[config.mk]
export PLATFORM = sky130hd
export DESIGN_NAME = led_matrix_pixel_index_map_core
export DESIGN_NICKNAME = d
export VERILOG_FILES = /design/src/sv/lmpim_pkg.sv /design/src/sv/led_matrix_pixel_index_map_core.sv /design/src/sv/lmpim_cfg.sv /design/src/sv/lmpim_div2.sv /design/src/sv/lmpim_locate.sv
export SDC_FILE = /design/constraint.sdc
export NUM_CORES = 1
export LEC_CHECK = 0
export BUFFER_PORTS_ARGS = -buffer_cell sky130_fd_sc_hd__clkbuf_2
export CORE_MARGIN = 2
export CORE_UTILIZATION = 59
export DETAILED_ROUTE_END_ITERATION = 16
export PLACE_DENSITY = 0.79
export SYNTH_ARGS = -nofsm -noshare
export SYNTH_HDL_FRONTEND = slang
export SYNTH_SLANG_ARGS = --single-unit
[constraint.sdc]
create_clock -name clk -period 8.4 [get_ports clk]
set_input_delay 1.68 -clock clk [delete_from_list [all_inputs] [get_ports clk]]
set_output_delay 1.68 -clock clk [all_outputs]
set_load 0.02 [all_outputs]
[src/sv/lmpim_pkg.sv]
// ----------------------------------------------------------------------------
// lmpim_pkg
// Shared widths, register indexes, layout flag bits and config structs.
// ----------------------------------------------------------------------------
package lmpim_pkg;

	localparam int MAX_TILE_DIM       = 64;
	localparam int MAX_TILES_PER_AXIS = 16;

	localparam int DIM_W     = 7;   // tile_width, tile_height
	localparam int CNT_W     = 5;   // tiles_across, tiles_down
	localparam int FLAG_W    = 8;
	localparam int ROT_W     = 2;
	localparam int CFG_W     = 8;
	localparam int CFG_IDX_W = 3;
	localparam int COORD_W   = 12;
	localparam int POS_W     = 11;  // display sizes up to 1024, positions up to 1023
	localparam int QUO_W     = 4;   // tile column or row inside the grid
	localparam int SUB_W     = 6;   // pixel position inside one tile
	localparam int TILE_W    = 8;   // tile number along the chain
	localparam int PIX_W     = 12;  // pixel number inside one tile
	localparam int AREA_W    = 13;
	localparam int IDX_W     = 20;

	typedef enum logic [CFG_IDX_W-1:0] {
		REG_TILE_WIDTH   = 3'd0,
		REG_TILE_HEIGHT  = 3'd1,
		REG_TILES_ACROSS = 3'd2,
		REG_TILES_DOWN   = 3'd3,
		REG_LAYOUT_FLAGS = 3'd4,
		REG_ROTATION     = 3'd5
	} reg_idx_t;

	// quarter turns
	localparam logic [ROT_W-1:0] ROT_0   = 2'd0;
	localparam logic [ROT_W-1:0] ROT_90  = 2'd1;
	localparam logic [ROT_W-1:0] ROT_180 = 2'd2;
	localparam logic [ROT_W-1:0] ROT_270 = 2'd3;

	localparam int FLAG_PIX_RIGHT   = 0;
	localparam int FLAG_PIX_BOTTOM  = 1;
	localparam int FLAG_PIX_COLS    = 2;
	localparam int FLAG_PIX_ZIGZAG  = 3;
	localparam int FLAG_TILE_RIGHT  = 4;
	localparam int FLAG_TILE_BOTTOM = 5;
	localparam int FLAG_TILE_COLS   = 6;
	localparam int FLAG_TILE_ZIGZAG = 7;

	typedef struct packed {
		logic [DIM_W-1:0]  tile_width;
		logic [DIM_W-1:0]  tile_height;
		logic [CNT_W-1:0]  tiles_across;
		logic [CNT_W-1:0]  tiles_down;
		logic [FLAG_W-1:0] flags;
		logic [ROT_W-1:0]  rotation;
	} cfg_t;

	typedef struct packed {
		logic               tiled;
		logic [POS_W-1:0]   width;
		logic [POS_W-1:0]   height;
		logic [POS_W-1:0]   log_width;
		logic [POS_W-1:0]   log_height;
		logic [AREA_W-1:0]  area;
	} geom_t;

endpackage

[src/sv/led_matrix_pixel_index_map_core.sv]
// ----------------------------------------------------------------------------
// led_matrix_pixel_index_map_core
// Throughput: one coordinate per cycle unless out_stall holds the pipeline;
// five register stages (range and rotation, two divider stages,
// tile/pixel placement, offset multiply).
// Reset empties the pipeline and loads 16x8 untiled, no rotation, no flags.
// ----------------------------------------------------------------------------
module led_matrix_pixel_index_map_core (
	input  logic                                clk,
	input  logic                                arst_n,
	input  logic                                cfg_we,
	input  logic [lmpim_pkg::CFG_IDX_W-1:0]     cfg_idx,
	input  logic [lmpim_pkg::CFG_W-1:0]         cfg_data,
	input  logic                                in_valid,
	output logic                                in_stall,
	input  logic signed [lmpim_pkg::COORD_W-1:0] coord_x,
	input  logic signed [lmpim_pkg::COORD_W-1:0] coord_y,
	output logic                                out_valid,
	input  logic                                out_stall,
	output logic [lmpim_pkg::IDX_W-1:0]         led_index,
	output logic                                in_range
);
	import lmpim_pkg::*;

	localparam logic [POS_W-1:0] POS_MAX = POS_W'(MAX_TILE_DIM * MAX_TILES_PER_AXIS - 1);

	cfg_t  cfg;
	geom_t geom;

	logic rdy1, rdy2, rdy3, rdy4, rdy5;
	logic valid_s1, valid_s2, valid_s3, valid_s4, valid_s5;
	logic in_range_s1, in_range_s2, in_range_s3, in_range_s4, in_range_s5;

	logic [POS_W-1:0] x_u;
	logic [POS_W-1:0] y_u;
	logic             on_display;
	logic [POS_W-1:0] px;
	logic [POS_W-1:0] py;
	logic [POS_W-1:0] px_s1;
	logic [POS_W-1:0] py_s1;

	logic [POS_W-1:0] rem_x_s2, rem_y_s2, rem_x_s3, rem_y_s3;
	logic [QUO_W-1:0] quo_x_s2, quo_y_s2, quo_x_s3, quo_y_s3;

	logic [TILE_W-1:0]        tile_pos_s4;
	logic [PIX_W-1:0]         pix_pos_s4;
	logic [TILE_W+AREA_W-1:0] tile_off;
	logic [IDX_W-1:0]         index_sum;
	logic [IDX_W-1:0]         led_index_s5;

	lmpim_cfg u_cfg (
		.clk      (clk),
		.arst_n   (arst_n),
		.cfg_we   (cfg_we),
		.cfg_idx  (cfg_idx),
		.cfg_data (cfg_data),
		.cfg      (cfg),
		.geom     (geom)
	);

	// a stage takes new data when empty or when its contents move on
	assign rdy5     = !valid_s5 || !out_stall;
	assign rdy4     = !valid_s4 || rdy5;
	assign rdy3     = !valid_s3 || rdy4;
	assign rdy2     = !valid_s2 || rdy3;
	assign rdy1     = !valid_s1 || rdy2;
	assign in_stall = !rdy1;

	always_ff @(posedge clk or negedge arst_n) begin
		if (!arst_n) begin
			valid_s1 <= 1'b0;
			valid_s2 <= 1'b0;
			valid_s3 <= 1'b0;
			valid_s4 <= 1'b0;
			valid_s5 <= 1'b0;
		end else begin
			if (rdy1) valid_s1 <= in_valid;
			if (rdy2) valid_s2 <= valid_s1;
			if (rdy3) valid_s3 <= valid_s2;
			if (rdy4) valid_s4 <= valid_s3;
			if (rdy5) valid_s5 <= valid_s4;
		end
	end

	// stage 1: range check against the rotated size, then undo the rotation
	assign x_u = coord_x[POS_W-1:0];
	assign y_u = coord_y[POS_W-1:0];
	assign on_display = !coord_x[COORD_W-1] && !coord_y[COORD_W-1] &&
	                    (x_u < geom.log_width) && (y_u < geom.log_height);

	always_comb begin
		case (cfg.rotation)
			ROT_90: begin
				px = geom.width - POS_W'(1) - y_u;
				py = x_u;
			end
			ROT_180: begin
				px = geom.width - POS_W'(1) - x_u;
				py = geom.height - POS_W'(1) - y_u;
			end
			ROT_270: begin
				px = y_u;
				py = geom.height - POS_W'(1) - x_u;
			end
			default: begin
				px = x_u;
				py = y_u;
			end
		endcase
	end

	always_ff @(posedge clk) begin
		if (rdy1) begin
			in_range_s1 <= on_display;
			px_s1       <= px;
			py_s1       <= py;
		end
		if (rdy2) in_range_s2 <= in_range_s1;
		if (rdy3) in_range_s3 <= in_range_s2;
		if (rdy4) in_range_s4 <= in_range_s3;
	end

	// stages 2 and 3: split position into tile and position inside the tile
	lmpim_div2 u_div_x_hi (
		.clk     (clk),
		.en      (rdy2),
		.rem_in  (px_s1),
		.quo_in  ('0),
		.dsh     (POS_W'(cfg.tile_width) << 2),
		.rem_out (rem_x_s2),
		.quo_out (quo_x_s2)
	);

	lmpim_div2 u_div_y_hi (
		.clk     (clk),
		.en      (rdy2),
		.rem_in  (py_s1),
		.quo_in  ('0),
		.dsh     (POS_W'(cfg.tile_height) << 2),
		.rem_out (rem_y_s2),
		.quo_out (quo_y_s2)
	);

	lmpim_div2 u_div_x_lo (
		.clk     (clk),
		.en      (rdy3),
		.rem_in  (rem_x_s2),
		.quo_in  (quo_x_s2),
		.dsh     (POS_W'(cfg.tile_width)),
		.rem_out (rem_x_s3),
		.quo_out (quo_x_s3)
	);

	lmpim_div2 u_div_y_lo (
		.clk     (clk),
		.en      (rdy3),
		.rem_in  (rem_y_s2),
		.quo_in  (quo_y_s2),
		.dsh     (POS_W'(cfg.tile_height)),
		.rem_out (rem_y_s3),
		.quo_out (quo_y_s3)
	);

	// stage 4: chain order of tiles and of pixels inside a tile
	lmpim_locate u_locate (
		.clk      (clk),
		.en       (rdy4),
		.cfg      (cfg),
		.tiled    (geom.tiled),
		.col      (quo_x_s3),
		.row      (quo_y_s3),
		.sub_x    (rem_x_s3[SUB_W-1:0]),
		.sub_y    (rem_y_s3[SUB_W-1:0]),
		.tile_pos (tile_pos_s4),
		.pix_pos  (pix_pos_s4)
	);

	// stage 5: tile offset and final index
	assign tile_off  = tile_pos_s4 * geom.area;
	assign index_sum = (geom.tiled ? tile_off[IDX_W-1:0] : IDX_W'(0)) +
	                   IDX_W'(pix_pos_s4);

	always_ff @(posedge clk) begin
		if (rdy5) begin
			in_range_s5  <= in_range_s4;
			led_index_s5 <= in_range_s4 ? index_sum : '0;
		end
	end

	assign out_valid = valid_s5;
	assign in_range  = in_range_s5;
	assign led_index = led_index_s5;

	// input side only stalls when every stage holds a transaction
	a_stall_full: assert property (@(posedge clk) disable iff (!arst_n)
		in_stall |-> (valid_s1 && valid_s2 && valid_s3 && valid_s4 && valid_s5))
		else $error("input stalled with a free pipeline stage");

	// unrotated positions never leave the largest display
	a_pos_bound: assert property (@(posedge clk) disable iff (!arst_n)
		(valid_s1 && in_range_s1) |-> (px_s1 <= POS_MAX && py_s1 <= POS_MAX))
		else $error("unrotated position beyond display bound");

	// off-display results carry a zero index
	a_off_zero: assert property (@(posedge clk) disable iff (!arst_n)
		(out_valid && !in_range) |-> (led_index == '0))
		else $error("off-display transaction with nonzero index");

endmodule

[src/sv/lmpim_cfg.sv]
// ----------------------------------------------------------------------------
// lmpim_cfg
// Configuration registers with saturation, and the display geometry
// derived from them.
// ----------------------------------------------------------------------------
module lmpim_cfg (
	input  logic                           clk,
	input  logic                           arst_n,
	input  logic                           cfg_we,
	input  logic [lmpim_pkg::CFG_IDX_W-1:0] cfg_idx,
	input  logic [lmpim_pkg::CFG_W-1:0]    cfg_data,
	output lmpim_pkg::cfg_t                cfg,
	output lmpim_pkg::geom_t               geom
);
	import lmpim_pkg::*;

	localparam logic [DIM_W-1:0] TILE_WIDTH_RST  = DIM_W'(16);
	localparam logic [DIM_W-1:0] TILE_HEIGHT_RST = DIM_W'(8);

	logic [DIM_W-1:0]  tile_width_q;
	logic [DIM_W-1:0]  tile_height_q;
	logic [CNT_W-1:0]  tiles_across_q;
	logic [CNT_W-1:0]  tiles_down_q;
	logic [FLAG_W-1:0] flags_q;
	logic [ROT_W-1:0]  rotation_q;

	logic [CNT_W-1:0]       n_tiles;
	logic [CNT_W-1:0]       m_tiles;
	logic [DIM_W+CNT_W-1:0] width_full;
	logic [DIM_W+CNT_W-1:0] height_full;
	logic [2*DIM_W-1:0]     area_full;
	logic                   tiled;

	function automatic logic [DIM_W-1:0] sat_dim(input logic [DIM_W-1:0] v);
		return (v > DIM_W'(MAX_TILE_DIM)) ? DIM_W'(MAX_TILE_DIM) : v;
	endfunction

	function automatic logic [CNT_W-1:0] sat_cnt(input logic [CNT_W-1:0] v);
		return (v > CNT_W'(MAX_TILES_PER_AXIS)) ? CNT_W'(MAX_TILES_PER_AXIS) : v;
	endfunction

	always_ff @(posedge clk or negedge arst_n) begin
		if (!arst_n) begin
			tile_width_q   <= TILE_WIDTH_RST;
			tile_height_q  <= TILE_HEIGHT_RST;
			tiles_across_q <= '0;
			tiles_down_q   <= '0;
			flags_q        <= '0;
			rotation_q     <= '0;
		end else if (cfg_we) begin
			unique case (cfg_idx)
				REG_TILE_WIDTH:   tile_width_q   <= sat_dim(cfg_data[DIM_W-1:0]);
				REG_TILE_HEIGHT:  tile_height_q  <= sat_dim(cfg_data[DIM_W-1:0]);
				REG_TILES_ACROSS: tiles_across_q <= sat_cnt(cfg_data[CNT_W-1:0]);
				REG_TILES_DOWN:   tiles_down_q   <= sat_cnt(cfg_data[CNT_W-1:0]);
				REG_LAYOUT_FLAGS: flags_q        <= cfg_data[FLAG_W-1:0];
				REG_ROTATION:     rotation_q     <= cfg_data[ROT_W-1:0];
				default: ;
			endcase
		end
	end

	// untiled display counts as one tile each way
	assign tiled       = (tiles_across_q != '0);
	assign n_tiles     = tiled ? tiles_across_q : CNT_W'(1);
	assign m_tiles     = tiled ? tiles_down_q : CNT_W'(1);
	assign width_full  = tile_width_q * n_tiles;
	assign height_full = tile_height_q * m_tiles;
	assign area_full   = tile_width_q * tile_height_q;

	always_comb begin
		cfg.tile_width   = tile_width_q;
		cfg.tile_height  = tile_height_q;
		cfg.tiles_across = tiles_across_q;
		cfg.tiles_down   = tiles_down_q;
		cfg.flags        = flags_q;
		cfg.rotation     = rotation_q;

		geom.tiled  = tiled;
		geom.width  = width_full[POS_W-1:0];
		geom.height = height_full[POS_W-1:0];
		geom.area   = area_full[AREA_W-1:0];
		// quarter turns swap the logical axes
		if (rotation_q[0]) begin
			geom.log_width  = height_full[POS_W-1:0];
			geom.log_height = width_full[POS_W-1:0];
		end else begin
			geom.log_width  = width_full[POS_W-1:0];
			geom.log_height = height_full[POS_W-1:0];
		end
	end

endmodule

[src/sv/lmpim_div2.sv]
// ----------------------------------------------------------------------------
// lmpim_div2
// One registered stage of a restoring divider: two quotient bits per stage.
// ----------------------------------------------------------------------------
module lmpim_div2 (
	input  logic                        clk,
	input  logic                        en,
	input  logic [lmpim_pkg::POS_W-1:0] rem_in,
	input  logic [lmpim_pkg::QUO_W-1:0] quo_in,
	input  logic [lmpim_pkg::POS_W-1:0] dsh,
	output logic [lmpim_pkg::POS_W-1:0] rem_out,
	output logic [lmpim_pkg::QUO_W-1:0] quo_out
);
	import lmpim_pkg::*;

	logic [POS_W-1:0] d_hi;
	logic [POS_W-1:0] r_mid;
	logic [POS_W-1:0] r_lo;
	logic             b_hi;
	logic             b_lo;
	logic [POS_W-1:0] rem_q;
	logic [QUO_W-1:0] quo_q;

	// dsh is the divisor shifted to the lower of the two bit weights
	assign d_hi = dsh << 1;

	always_comb begin
		b_hi  = (rem_in >= d_hi);
		r_mid = b_hi ? (rem_in - d_hi) : rem_in;
		b_lo  = (r_mid >= dsh);
		r_lo  = b_lo ? (r_mid - dsh) : r_mid;
	end

	always_ff @(posedge clk) begin
		if (en) begin
			rem_q <= r_lo;
			quo_q <= {quo_in[QUO_W-3:0], b_hi, b_lo};
		end
	end

	assign rem_out = rem_q;
	assign quo_out = quo_q;

endmodule

[src/sv/lmpim_locate.sv]
// ----------------------------------------------------------------------------
// lmpim_locate
// Registered stage that turns tile column/row and the pixel inside the tile
// into the tile number and the pixel number along the chain.
// ----------------------------------------------------------------------------
module lmpim_locate (
	input  logic                         clk,
	input  logic                         en,
	input  lmpim_pkg::cfg_t              cfg,
	input  logic                         tiled,
	input  logic [lmpim_pkg::QUO_W-1:0]  col,
	input  logic [lmpim_pkg::QUO_W-1:0]  row,
	input  logic [lmpim_pkg::SUB_W-1:0]  sub_x,
	input  logic [lmpim_pkg::SUB_W-1:0]  sub_y,
	output logic [lmpim_pkg::TILE_W-1:0] tile_pos,
	output logic [lmpim_pkg::PIX_W-1:0]  pix_pos
);
	import lmpim_pkg::*;

	logic [CNT_W-1:0]   tcol;
	logic [CNT_W-1:0]   trow;
	logic [CNT_W-1:0]   tminor;
	logic [CNT_W-1:0]   tmajor;
	logic [CNT_W-1:0]   tscale;
	logic [CNT_W-1:0]   tline;
	logic [2*CNT_W-1:0] tsum;
	logic               t_flip;
	logic [1:0]         corner;
	logic [DIM_W-1:0]   pcol;
	logic [DIM_W-1:0]   prow;
	logic [DIM_W-1:0]   pminor;
	logic [DIM_W-1:0]   pmajor;
	logic [DIM_W-1:0]   pscale;
	logic [DIM_W-1:0]   pline;
	logic [2*DIM_W-1:0] psum;
	logic [TILE_W-1:0]  tile_pos_q;
	logic [PIX_W-1:0]   pix_pos_q;

	always_comb begin
		// tile grid
		tcol = CNT_W'(col);
		trow = CNT_W'(row);
		if (cfg.flags[FLAG_TILE_RIGHT]) begin
			tcol = cfg.tiles_across - CNT_W'(1) - tcol;
		end
		if (cfg.flags[FLAG_TILE_BOTTOM]) begin
			trow = cfg.tiles_down - CNT_W'(1) - trow;
		end
		if (cfg.flags[FLAG_TILE_COLS]) begin
			tminor = trow;
			tmajor = tcol;
			tscale = cfg.tiles_down;
		end else begin
			tminor = tcol;
			tmajor = trow;
			tscale = cfg.tiles_across;
		end
		t_flip = cfg.flags[FLAG_TILE_ZIGZAG] && tmajor[0];
		tline  = t_flip ? (tscale - CNT_W'(1) - tminor) : tminor;
		tsum   = tmajor * tscale + (2*CNT_W)'(tline);

		// odd lines of a zigzag tiling enter the tile from the opposite corner
		corner = cfg.flags[FLAG_PIX_BOTTOM:FLAG_PIX_RIGHT] ^ {2{tiled && t_flip}};

		// pixels inside the tile
		pcol = DIM_W'(sub_x);
		prow = DIM_W'(sub_y);
		if (corner[0]) begin
			pcol = cfg.tile_width - DIM_W'(1) - pcol;
		end
		if (corner[1]) begin
			prow = cfg.tile_height - DIM_W'(1) - prow;
		end
		if (cfg.flags[FLAG_PIX_COLS]) begin
			pminor = prow;
			pmajor = pcol;
			pscale = cfg.tile_height;
		end else begin
			pminor = pcol;
			pmajor = prow;
			pscale = cfg.tile_width;
		end
		if (cfg.flags[FLAG_PIX_ZIGZAG] && pmajor[0]) begin
			pline = pscale - DIM_W'(1) - pminor;
		end else begin
			pline = pminor;
		end
		psum = pmajor * pscale + (2*DIM_W)'(pline);
	end

	always_ff @(posedge clk) begin
		if (en) begin
			tile_pos_q <= tsum[TILE_W-1:0];
			pix_pos_q  <= psum[PIX_W-1:0];
		end
	end

	assign tile_pos = tile_pos_q;
	assign pix_pos  = pix_pos_q;

endmodule

==> impl_metrics.json <==
{
  "drt-total-wl_mm": 56.2,
  "synthAdderAreaFrac_pct": 32.5,
  "antenna_found_initial": 0,
  "final_cell_mix": "inv_1 (328), ha_1 (277), nand2_1 (184)",
  "fp.dieH_um": 197,
  "synthArstFlopShare_pct": 25.7,
  "core_mm2": 0.0367,
  "synth.avg_cell_area_um2": 9.06,
  "fin_nets": 3046,
  "dp.final_hpwl_mm": 44.7,
  "cts_buffers": 17,
  "seq_area_frac_synth_pct": 19.8,
  "clk_path_buf_depth": 2,
  "max_slew_margin_pct": 37.0,
  "min-delay-start": "u_div_y_hi.quo_out[0]",
  "path_clk_slew_ns": 0.08,
  "initial_core_util_pct": 60.0,
  "worstPathArrival_ns": 8.62,
  "yosysUniqueCellTypes": 80,
  "diodes": 0,
  "synth-xor-area-share_pct": 6.49,
  "multi_input_area_mm2": 0.0166,
  "rows": 70,
  "min_path_type": "register to register",
  "cp-start-kind": "register",
  "synth_cells": 2430,
  "critPathMostFrequentCell": "fa_1",
  "ys.flop_type": "edfxtp_1",
  "ys_seq_elements": 152,
  "yosysTopAreaCellShare_pct": 16.5,
  "io_buffer_count": 62,
  "grt_pass1_wl_mm": 90.7,
  "vias_per_cell": 5.94,
  "reg2reg_depth": 34,
  "die_area_mm2": 0.0389,
  "timing.final.ws_setup_ns": -0.0231,
  "criticalPathCategory": "register to register",
  "cp_data_required_time_ns": 8.60,
  "dieWidth_um": 197,
  "area_growth_pct": 11.0,
  "cts_sinks": 152,
  "synth_area_leader_cell": "ha_1",
  "rsz0062_at_grt": "yes",
  "max_freq_mhz": 119,
  "syn_nets": 2937,
  "layout_min_cycle_time_ns": 8.42,
  "layout_commonest_cell": "inv_1",
  "ys_warn_count": 0,
  "crit_family": "adder cells",
  "cts.htree.levels": 4,
  "cp_slowest_cell": "fa_1",
  "cts_tree": "yes",
  "drt_first_iter_violations": 1171,
  "synthSimpleGateAreaFrac_pct": 15.8,
  "outcome": "finished with violations",
  "hold_viol": 0,
  "final_antenna_net_count": 0,
  "tightest_slew_ns": 0.944,
  "grt_usage_pct": 29.4,
  "detailroute.via_count": 17900,
  "layout-drive-gt1-share_pct": 13.8,
  "grt_pass1_vias": 18400,
  "wl_per_cell_um": 18.6,
  "dpl_cell_area_mm2": 0.0234,
  "fillers": 2776,
  "synth_edf_count": 113,
  "finalCritPeriodShare_pct": 100,
  "max_stage_delay_ns": 0.56,
  "grt_overflow": 0,
  "timing.rr.start": "u_cfg.tile_height_q[1]",
  "grt_max_degree": 49,
  "synth.area.mux_share_pct": 6.61,
  "reg2reg_to": "led_index[19]",
  "synth_top_family_by_area": "adder cells",
  "register_area_mm2": 0.00438,
  "synth_area_leaders": "ha_1 (17%), fa_1 (16%), edfxtp_1 (15%)",
  "critPathCaptureType": "register",
  "drc_errors": 0,
  "synth_compound_area_share_pct": 11.7,
  "syn_area_mm2": 0.0220,
  "finalSetupViolCount": 1,
  "clk_latency_ns": 0.46,
  "fin_skew_ns": 0.0136,
  "ioPinCount": 63,
  "drv_slew": 0,
  "hold_path_end": "u_div_y_lo.quo_out[2]",
  "cts_root_buffer": "clkbuf_16",
  "dr.pass1.iters": 7,
  "drv_cap": 0,
  "stdcell_area_mm2": 0.0244,
  "violations": "setup timing",
  "place_congestion": 0.973,
  "timing.hold.worst_path_depth": 0,
  "reg2reg_slack_ns": -0.02,
  "critPathMaxFanout": 5,
  "path_buf_inv": 8
}
-- worst max path at each step --
stage / slack, ns / endpoint / start / depth (start not counted)
after floorplan: 0.03 / led_index[19] / u_cfg.tile_width_q[3] / 38
after global placement: 0.03 / led_index[19] / u_cfg.tile_width_q[3] / 33
after detailed placement: -0.11 / led_index[19] / u_cfg.tile_width_q[3] / 36
after CTS: 0.01 / led_index[18] / u_cfg.tile_width_q[3] / 33
after global routing: -0.34 / led_index[19] / u_cfg.tile_height_q[1] / 39
final: -0.02 / led_index[19] / u_cfg.tile_height_q[1] / 34
-- worst reg2reg max path: cells and delay by family (launching register included) --
| family | cells | cell delay (ns) |
|---|---|---|
| buf+inv | 8 | 0.69 |
| fa+ha+maj | 10 | 4.27 |
| compound gates | 7 | 1.11 |
| flops | 1 | 0.39 |
| xor+xnor | 3 | 0.58 |
| simple gates | 6 | 1.13 |
-- state kept, by name (all words and copies together), names as in the netlist, 2 cells and up --
name / count
u_div_x_lo.quo_out: 4
py_s1: 11
u_div_y_hi.rem_out: 11
u_cfg.flags_q: 8
px_s1: 11
u_div_y_hi.quo_out: 2
u_locate.pix_pos: 12
u_cfg.tiles_across_q: 5
u_div_x_hi.rem_out: 11
u_div_y_lo.quo_out: 4
u_cfg.tiles_down_q: 5
u_div_x_hi.quo_out: 2
u_cfg.tile_height_q: 7
u_cfg.tile_width_q: 7
u_div_x_lo.rem_out: 6
u_cfg.rotation_q: 2
u_locate.tile_pos: 8
led_index: 20
u_div_y_lo.rem_out: 6
-- Yosys cell counts, drive strengths merged, types with 18 or more instances --
library cell	instances
and2	103
nand2b	41
dfrtp	37
clkbuf	53
nand3	42
fa	176
o21ai	110
xor2	57
mux2	59
a21oi	115
nor3	41
ha	291
mux2i	77
inv	338
nor2	181
o21bai	27
nor2b	25
nand4	18
nand2	188
a21o	57
and3	20
xnor2	102
edfxtp	113
-- what timing repair did --
action | CTS | global route
pin swaps | 28 | 70
endpoints found under the setup margin | 3 | 9
hold buffers | 0 | 0
gates resized for setup | 20 | 53
hold endpoints to repair | 0 | 0
buffers inserted | 5 | 10
-- through the flow --
step                      utilization (%)  hold slack, ns  worst slack (ns)  cells  TNS, ns
after detailed placement             63.7           0.409            -0.114   2974   -0.156
after global routing                 66.6           0.428            -0.341   3020    -1.52
after CTS                            65.7           0.426            0.0119   3011        0
after global placement               63.7           0.411            0.0279   2974        0
final                                66.6           0.426           -0.0231   3020  -0.0231
after floorplan                         -           0.400            0.0276   2430        0
-- final cells by class --
type	instances	area share (%)
clock buffers	19	1.85
clock inverters	13	0.517
well taps	468	2.40
flip-flops and latches	152	17.9
repair buffers	155	4.16
multi-input cells	1869	67.8
inverters	344	5.39
-- metal layers --
layer / wire length, um / global-route usage, % / vias up
li1: - / - / 8421
met1: 22500 / 34.1 / 8710
met5: 0 / 0 / -
met3: 2640 / 4.05 / 171
met4: 2760 / 14.7 / 0
met2: 28400 / 53.0 / 622
-- cells by family after synthesis --
kind of cell | after synthesis
AND/OR/NAND/NOR | 699
adder cells (fa/ha/maj) | 467
buffers and inverters | 409
AO/OA/AOI/OAI | 407
XOR/XNOR | 160
flip-flops | 152
multiplexers | 136
Power is not shown: default switching activity piles up to over one toggle a cycle in this logic, so the estimate is an artifact.
